**src/rtl/assert_macros.svh**
```systemverilog
// assertion macros shared by the rtl files
`ifndef ASSERT_MACROS_SVH
`define ASSERT_MACROS_SVH

// property checked on every rising clock edge outside reset
`define HCBD_ASSERT(lbl, prop, msg) \
  lbl: assert property (@(posedge clk) disable iff (!rst_n) (prop)) else $error(msg);

// condition that must never be seen outside reset
`define HCBD_NEVER(lbl, cond, msg) \
  `HCBD_ASSERT(lbl, !(cond), msg)

`endif

```
**src/rtl/hcbd_pkg.sv**
```systemverilog
package hcbd_pkg;

  // default chunk size width
  localparam int SIZE_BITS_DEF = 24;

  // size line characters looked at for digits
  localparam logic [3:0] LINE_LIMIT = 4'd10;

  // result kinds
  localparam logic [1:0] KIND_DATA  = 2'd0;
  localparam logic [1:0] KIND_DONE  = 2'd1;
  localparam logic [1:0] KIND_ERROR = 2'd2;

  // characters
  localparam logic [7:0] CHAR_CR    = 8'h0d;
  localparam logic [7:0] CHAR_LF    = 8'h0a;
  localparam logic [7:0] CHAR_0     = 8'h30;
  localparam logic [7:0] CHAR_9     = 8'h39;
  localparam logic [7:0] CHAR_LC_A  = 8'h61;
  localparam logic [7:0] CHAR_LC_F  = 8'h66;
  localparam logic [7:0] CHAR_UC_A  = 8'h41;
  localparam logic [7:0] CHAR_UC_F  = 8'h46;

  // input request
  typedef struct packed {
    logic [7:0] in_byte;
    logic       restart;
  } in_item_t;

  // result request
  typedef struct packed {
    logic [7:0] out_byte;
    logic [1:0] kind;
  } out_item_t;

  // result handed from the decoder core to the output buffer
  typedef struct packed {
    logic      valid;
    out_item_t item;
  } hcbd_res_t;

  // decoded hex character
  typedef struct packed {
    logic       ok;
    logic [3:0] val;
  } hex_t;

  function automatic hex_t hex_digit(input logic [7:0] c);
    hex_t h;
    h.ok  = 1'b1;
    h.val = 4'd0;
    if (c >= CHAR_0 && c <= CHAR_9) begin
      h.val = c[3:0];
    end else if ((c >= CHAR_LC_A && c <= CHAR_LC_F) || (c >= CHAR_UC_A && c <= CHAR_UC_F)) begin
      // low nibble of 'a'/'A' is 1, so add 9 to get 10
      h.val = c[3:0] + 4'd9;
    end else begin
      h.ok = 1'b0;
    end
    return h;
  endfunction

endpackage

```
**src/rtl/hcbd_stream_if.sv**
```systemverilog
// valid/ready channel carrying one request per handshake
interface hcbd_stream_if #(
  parameter type payload_t = logic
);
  logic     valid;
  logic     ready;
  payload_t data;

  modport source (output valid, output data, input ready);
  modport sink   (input valid, input data, output ready);
endinterface

```
**src/rtl/http_chunked_body_decoder.sv**
```systemverilog
// http chunked body decoder
//
// in_ch takes one body byte per request together with a restart flag; a set
// restart drops all decoder state and makes that byte the first of a new body.
// out_ch gives at most one result per input byte: a payload byte (kind data),
// a body complete marker (kind done) or a chunk size overflow (kind error).
// size line bytes, the two bytes after each chunk and bytes after an overflow
// give no result; after overflow the block waits for a restart.
//
// a byte is decoded in the cycle it is accepted and its result is registered in
// the output buffer, so the block takes one byte per cycle while in_ch.ready is
// high. the decoder core updates its state once per accepted byte and feeds a
// two-entry output buffer.
// when the receiver stalls, the buffer holds up to two results; in_ch.ready
// drops only while both entries are full.
// reset (synchronous, active low) puts the decoder at the start of a size line
// and empties the output buffer.
`include "assert_macros.svh"

module http_chunked_body_decoder
  import hcbd_pkg::*;
#(
  parameter int SIZE_BITS = SIZE_BITS_DEF
) (
  input logic              clk,
  input logic              rst_n,
  hcbd_stream_if.sink      in_ch,
  hcbd_stream_if.source    out_ch
);

  hcbd_res_t  res;
  logic       acc;
  logic       pop;
  logic [1:0] count_r, count_nxt;
  out_item_t  buf0_r, buf0_nxt;
  out_item_t  buf1_r, buf1_nxt;

  assign in_ch.ready  = (count_r != 2'd2);
  assign acc          = in_ch.valid && in_ch.ready;
  assign out_ch.valid = (count_r != 2'd0);
  assign out_ch.data  = buf0_r;
  assign pop          = out_ch.valid && out_ch.ready;

  hcbd_core #(
    .SIZE_BITS(SIZE_BITS)
  ) u_core (
    .clk  (clk),
    .rst_n(rst_n),
    .acc  (acc),
    .item (in_ch.data),
    .res  (res)
  );

  // two-entry output buffer, entry 0 drives the channel
  always_comb begin
    count_nxt = count_r;
    buf0_nxt  = buf0_r;
    buf1_nxt  = buf1_r;
    case ({res.valid, pop})
      2'b10: begin
        if (count_r == 2'd0) buf0_nxt = res.item;
        else                 buf1_nxt = res.item;
        count_nxt = count_r + 2'd1;
      end
      2'b01: begin
        buf0_nxt  = buf1_r;
        count_nxt = count_r - 2'd1;
      end
      2'b11: begin
        if (count_r == 2'd1) buf0_nxt = res.item;
        else begin
          buf0_nxt = buf1_r;
          buf1_nxt = res.item;
        end
      end
      default: begin
        count_nxt = count_r;
      end
    endcase
  end

  always_ff @(posedge clk) begin
    if (!rst_n) begin
      count_r <= 2'd0;
    end else begin
      count_r <= count_nxt;
    end
    buf0_r <= buf0_nxt;
    buf1_r <= buf1_nxt;
  end

  `HCBD_NEVER(a_count_range, count_r == 2'd3, "output buffer count out of range")
  `HCBD_ASSERT(a_nodata_zero,
    (out_ch.valid && out_ch.data.kind != KIND_DATA) |->
      (out_ch.data.out_byte == 8'd0 &&
       (out_ch.data.kind == KIND_DONE || out_ch.data.kind == KIND_ERROR)),
    "bad status result")
  `HCBD_ASSERT(a_out_hold,
    (out_ch.valid && !out_ch.ready) |=> (out_ch.valid && $stable(out_ch.data)),
    "result changed while stalled")

endmodule

```
**src/rtl/hcbd_core.sv**
```systemverilog
`include "assert_macros.svh"

module hcbd_core
  import hcbd_pkg::*;
#(
  parameter int SIZE_BITS = SIZE_BITS_DEF
) (
  input  logic      clk,
  input  logic      rst_n,
  input  logic      acc,
  input  in_item_t  item,
  output hcbd_res_t res
);

  typedef enum logic [2:0] {
    PH_SIZE,
    PH_DATA,
    PH_SKIP_DATA,
    PH_SKIP_ZERO,
    PH_DONE,
    PH_ERROR
  } phase_t;

  phase_t               phase_r, phase_nxt;
  logic [SIZE_BITS-1:0] accum_r, accum_nxt;
  logic [SIZE_BITS-1:0] rem_r, rem_nxt;
  logic [3:0]           lc_r, lc_nxt;
  logic                 stop_r, stop_nxt;
  logic                 cr_r, cr_nxt;
  logic [1:0]           sk_r, sk_nxt;

  phase_t               ph;
  hex_t                 hx;

  // one byte step of the decoder
  always_comb begin
    ph        = phase_r;
    accum_nxt = accum_r;
    rem_nxt   = rem_r;
    lc_nxt    = lc_r;
    stop_nxt  = stop_r;
    cr_nxt    = cr_r;
    sk_nxt    = sk_r;
    hx        = hex_digit(item.in_byte);
    res       = '0;

    // restart, or a byte after completion, opens a new body
    if (item.restart || phase_r == PH_DONE) begin
      ph        = PH_SIZE;
      accum_nxt = '0;
      rem_nxt   = '0;
      lc_nxt    = '0;
      stop_nxt  = 1'b0;
      cr_nxt    = 1'b0;
      sk_nxt    = '0;
    end
    phase_nxt = ph;

    unique case (ph)
      PH_SIZE: begin
        if (cr_nxt && item.in_byte == CHAR_LF) begin
          // end of size line
          if (accum_nxt == '0) begin
            phase_nxt = PH_SKIP_ZERO;
            sk_nxt    = 2'd2;
          end else begin
            phase_nxt = PH_DATA;
            rem_nxt   = accum_nxt;
          end
          accum_nxt = '0;
          lc_nxt    = '0;
          stop_nxt  = 1'b0;
          cr_nxt    = 1'b0;
        end else begin
          if (lc_nxt < LINE_LIMIT && !stop_nxt) begin
            if (!hx.ok) begin
              stop_nxt = 1'b1;
            end else if (accum_nxt[SIZE_BITS-1 -: 4] != 4'd0) begin
              // next digit would push the size past its width
              phase_nxt      = PH_ERROR;
              res.valid      = acc;
              res.item.kind  = KIND_ERROR;
            end else begin
              accum_nxt = {accum_nxt[SIZE_BITS-5:0], hx.val};
            end
          end
          if (lc_nxt < LINE_LIMIT) lc_nxt = lc_nxt + 4'd1;
          cr_nxt = (item.in_byte == CHAR_CR);
        end
      end
      PH_DATA: begin
        rem_nxt           = rem_nxt - SIZE_BITS'(1'b1);
        res.valid         = acc;
        res.item.kind     = KIND_DATA;
        res.item.out_byte = item.in_byte;
        if (rem_nxt == '0) begin
          phase_nxt = PH_SKIP_DATA;
          sk_nxt    = 2'd2;
        end
      end
      PH_SKIP_DATA: begin
        if (sk_nxt != 2'd0) sk_nxt = sk_nxt - 2'd1;
        if (sk_nxt == 2'd0) begin
          phase_nxt = PH_SIZE;
          accum_nxt = '0;
          lc_nxt    = '0;
          stop_nxt  = 1'b0;
          cr_nxt    = 1'b0;
        end
      end
      PH_SKIP_ZERO: begin
        if (sk_nxt != 2'd0) sk_nxt = sk_nxt - 2'd1;
        if (sk_nxt == 2'd0) begin
          phase_nxt     = PH_DONE;
          res.valid     = acc;
          res.item.kind = KIND_DONE;
        end
      end
      PH_ERROR: begin
        phase_nxt = PH_ERROR;
      end
      default: begin
        phase_nxt = PH_ERROR;
      end
    endcase
  end

  // decoder state, advanced once per accepted byte
  always_ff @(posedge clk) begin
    if (!rst_n) begin
      phase_r <= PH_SIZE;
      accum_r <= '0;
      rem_r   <= '0;
      lc_r    <= '0;
      stop_r  <= 1'b0;
      cr_r    <= 1'b0;
      sk_r    <= '0;
    end else if (acc) begin
      phase_r <= phase_nxt;
      accum_r <= accum_nxt;
      rem_r   <= rem_nxt;
      lc_r    <= lc_nxt;
      stop_r  <= stop_nxt;
      cr_r    <= cr_nxt;
      sk_r    <= sk_nxt;
    end
  end

  `HCBD_NEVER(a_error_silent,
    acc && phase_r == PH_ERROR && !item.restart && res.valid,
    "result while in error")
  `HCBD_ASSERT(a_done_next,
    (res.valid && res.item.kind == KIND_DONE) |=> phase_r == PH_DONE,
    "completion without done phase")
  `HCBD_ASSERT(a_error_next,
    (res.valid && res.item.kind == KIND_ERROR) |=> phase_r == PH_ERROR,
    "overflow without error phase")

endmodule

```
**src/flat_wrapper.sv**
```systemverilog
// flat-port wrapper written by rule: the top's interface ports become plain ports
module http_chunked_body_decoder_flat import hcbd_pkg::*;
#(
  parameter int SIZE_BITS = SIZE_BITS_DEF
)
  (clk, rst_n, in_ch_valid, in_ch_data, in_ch_ready, out_ch_valid, out_ch_data, out_ch_ready);
  hcbd_stream_if #(.payload_t(in_item_t)) in_ch_i ();
  hcbd_stream_if #(.payload_t(out_item_t)) out_ch_i ();
  input logic clk;
  input logic rst_n;
  input wire logic [$bits(in_ch_i.valid)-1:0] in_ch_valid;
  input wire logic [$bits(in_ch_i.data)-1:0] in_ch_data;
  output wire logic [$bits(in_ch_i.ready)-1:0] in_ch_ready;
  output wire logic [$bits(out_ch_i.valid)-1:0] out_ch_valid;
  output wire logic [$bits(out_ch_i.data)-1:0] out_ch_data;
  input wire logic [$bits(out_ch_i.ready)-1:0] out_ch_ready;
  assign in_ch_i.valid = in_ch_valid;
  assign in_ch_i.data = in_ch_data;
  assign in_ch_ready = in_ch_i.ready;
  assign out_ch_valid = out_ch_i.valid;
  assign out_ch_data = out_ch_i.data;
  assign out_ch_i.ready = out_ch_ready;
  http_chunked_body_decoder #(.SIZE_BITS(SIZE_BITS)) u_core (.clk(clk), .rst_n(rst_n), .in_ch(in_ch_i), .out_ch(out_ch_i));
endmodule
```
**config.mk**
```make
export PLATFORM = sky130hd
export DESIGN_NAME = http_chunked_body_decoder_flat
export DESIGN_NICKNAME = d
export VERILOG_FILES = /design/src/rtl/hcbd_pkg.sv /design/src/rtl/hcbd_stream_if.sv /design/src/rtl/http_chunked_body_decoder.sv /design/src/rtl/hcbd_core.sv /design/src/flat_wrapper.sv
export VERILOG_INCLUDE_DIRS = /design/src /design/src/rtl
export SDC_FILE = /design/constraint.sdc
export NUM_CORES = 1
export LEC_CHECK = 0
export BUFFER_PORTS_ARGS = -buffer_cell sky130_fd_sc_hd__buf_2
export CORE_UTILIZATION = 53
export CTS_BUF_LIST = sky130_fd_sc_hd__clkbuf_16
export DETAILED_ROUTE_END_ITERATION = 8
export PLACE_DENSITY = 0.73
export SLEW_MARGIN = 25
export SYNTH_ARGS = -nofsm -noshare
export SYNTH_HDL_FRONTEND = slang
export SYNTH_SLANG_ARGS = --single-unit
```
**constraint.sdc**
```tcl
create_clock -name clk -period 4.2 [get_ports clk]
set_clock_uncertainty 0.1 [all_clocks]
set_input_delay 0.63 -clock clk [delete_from_list [all_inputs] [get_ports clk]]
set_output_delay 0.63 -clock clk [all_outputs]
set_load 0.1 [all_outputs]
```
==> reports/qor.csv <==
metric;value;unit
synthSimpleGateAreaFrac;0.235;
route.detailed.drc;0;
final-max-slew-violation-count;0;
syn_to_final_growth;10.3;%
coreArea;0.00876;mm2
grt_setup_unrepaired;false;
crit_chain;nor3b_1 -> nor2_2 -> nand2_1 -> ha_1 -> buf_4 -> nand4_1 -> o211ai_1 -> o311ai_0 -> or4_1 -> or3_1 -> a31oi_1;
die_w;97.2;um
vias_per_cell;6.72;
synthTopCellsByArea;dfxtp_1, edfxtp_1, a21oi_1, o21ai_0, ha_1;
clock-sinks;81;
overflow;0;
period_share;0.873;
synth_fa_ha_area_frac;0.0339;
place_ws;0.695;ns
placed_area;0.00501;mm2
yosys.area.top_type;dfxtp_1;
hold_class;register to register;
max_stage_delay;0.53;ns
cp-start-kind;register;
hold_viol_final;0;
power;1.90;mW
fin_nets;604;
hpwl;9.34;mm
vias;4642;
synth_xor_area_frac;0.0164;
cts_resized;0;
timing.rr.end;u_core.u_core.phase_r[1];
fp-row-count;34;
yosys_most_used_dff;dfxtp_1;
pin_count;25;
cts-htree-levels;3;
whs;0.371;ns
place_congestion;1.00;
grt_pass1_vias;4141;
synth_area;0.00480;mm2
p_leak;2.12;nW
synth_nets;591;
place_inst;675;
final_util;0.605;
ys.warnings.count;0;
synth.distinct_cells;74;
layout.cells.non_filler;691;
seq_area_frac_synth;0.379;
status;completed;
critPathKind;register to register;
reg2reg_depth;11;
clk_root_buffer_cell;clkbuf_16;
period_needed;3.67;ns
ys_seq_elements;81;
cts_setup_buffers;0;
antenna_found_initial;0;
cts_buffers;9;
n_antenna_cell;0;
drive_gt1_frac;0.141;
synth_top_area_frac;0.254;
min_from;u_core.u_core.cr_r;
hold_depth;2;
ctsHoldBuffers;0;
critPathRequiredTime;4.35;ns
fin_setup_tns;0;ns
drtPass1Iterations;8;
cts.path.max_buffers;2;
arrival;3.82;ns
r2r-start;u_core.u_core.phase_r[1];
drtIter0Drc;494;
cap_violations;0;
synthTopCellsByCount;dfxtp_1, a21oi_1, nand2_1, o21ai_0;
grt_start_max_net_pins;28;
chipHeight;97.2;um
worstSkewPairLatency;0.33;ns
avgSynthCellArea;8.50;um2
synth_compound_area_frac;0.279;
worst_slew_pin_slew;0.940;ns
synth_top_family_by_area;compound AO/OA/AOI/OAI gates;
cts_tree;built;
async_reset_ff_frac;0;
peakVddDrop;0.000182;V
start_util;0.548;
path_clk_slew;0.06;ns
p_per_area;359;mW/mm2
reg2reg_slack;0.53;ns
path_max_fanout;17;
finalWirelength;13.4;mm
max_clock_freq;273;MHz
dieArea;0.00945;mm2
wire_per_inst;19.3;um
syn_inst;565;
ant_nets;0;
muxShareOfSynthArea;0.00859;
slew_headroom;0.373;
end_kind;register;
min_to;u_core.u_core.cr_r;
crit_slowest_cell;nor3b_1;
fin_ws;0.534;ns
fin_area;0.00530;mm2
grt_use_total;0.286;
setup_viol;0;
yosysMostFrequentCell;dfxtp_1;
port_buffers;24;
synth_edf_count;20;
grt_pass1_wl;21.7;mm
-- registers in the layout (all words and copies together) (netlist names) --
name and flops:
u_core.u_core.phase_r 3, u_core.u_core.sk_r 2, u_core.buf1_r 10, u_core.count_r 2, u_core.u_core.cr_r 1, u_core.u_core.stop_r 1
u_core.out_ch.data 10, u_core.u_core.lc_r 4, u_core.u_core.rem_r 24, u_core.u_core.accum_r 24
-- worst max path at each step --
stage | from | slack (ns) | depth (start not counted) | endpoint
final | u_core.u_core.phase_r[1] | 0.53 | 11 | u_core.u_core.phase_r[1]
after global routing | u_core.u_core.phase_r[1] | 0.32 | 11 | u_core.u_core.phase_r[1]
after CTS | u_core.u_core.phase_r[1] | 0.65 | 11 | u_core.u_core.phase_r[1]
after detailed placement | in_ch_data[2] | 0.69 | 13 | u_core.out_ch.data[5]
after global placement | in_ch_data[2] | 0.84 | 13 | u_core.out_ch.data[5]
after floorplan | in_ch_data[0] | 0.25 | 14 | u_core.u_core.phase_r[1]
-- where the power goes --
group / switching [mW] / internal, mW
sequential: 0.0193 / 0.815
clock: 0.335 / 0.438
combinational: 0.199 / 0.0951
-- cell type report --
type,instances,area [um2]
Timing Repair Buffer,37,218
Sequential cell,81,1820
Inverter,21,78.8
Multi-Input combinational cell,428,2760
Clock buffer,10,250
Tap cell,108,135
Fill cell,757,3460
Clock inverter,6,40.0
-- cell usage in the layout (no fill, tap or decap), types with 4 or more instances in the layout --
master	instances
ha_1	13
nand2_1	40
a21o_1	19
buf_4	13
xnor2_1	5
a21oi_1	54
edfxtp_1	20
nor2b_1	10
buf_2	24
nand3_1	15
inv_1	22
or2_2	5
a22o_1	15
or3_1	9
a22oi_1	11
nor3_1	28
dfxtp_1	61
nor4_1	12
nand4_1	10
o21ai_0	39
and2_1	11
a31oi_1	11
clkbuf_16	10
xor2_1	4
o31ai_1	4
a221o_1	10
and3_1	5
or3b_2	4
nor2_1	30
-- logic make-up after synthesis --
logic type / count (synthesis)
adder cells (fa/ha/maj): 13
multiplexers: 4
AND/OR/NAND/NOR: 203
AO/OA/AOI/OAI: 199
flip-flops: 81
XOR/XNOR: 9
buffers and inverters: 56
-- critical path: cells and delay by family, from the launching register on --
family	cells	cell delay, ns
compound gates	3	0.68
fa+ha+maj	1	0.15
buf+inv	1	0.20
flops	1	0.47
simple gates	6	1.98
-- routing by layer --
metal / track usage / part of all wire / up-vias
met5: 0 / 0 / -
met1: 0.418 / 0.45 / 2215
li1: - / - / 2173
met3: 0.0633 / 0.086 / 15
met4: 0.0882 / 0.011 / 0
met2: 0.420 / 0.45 / 239
No activity file was read; power rests on OpenSTA's default activity.
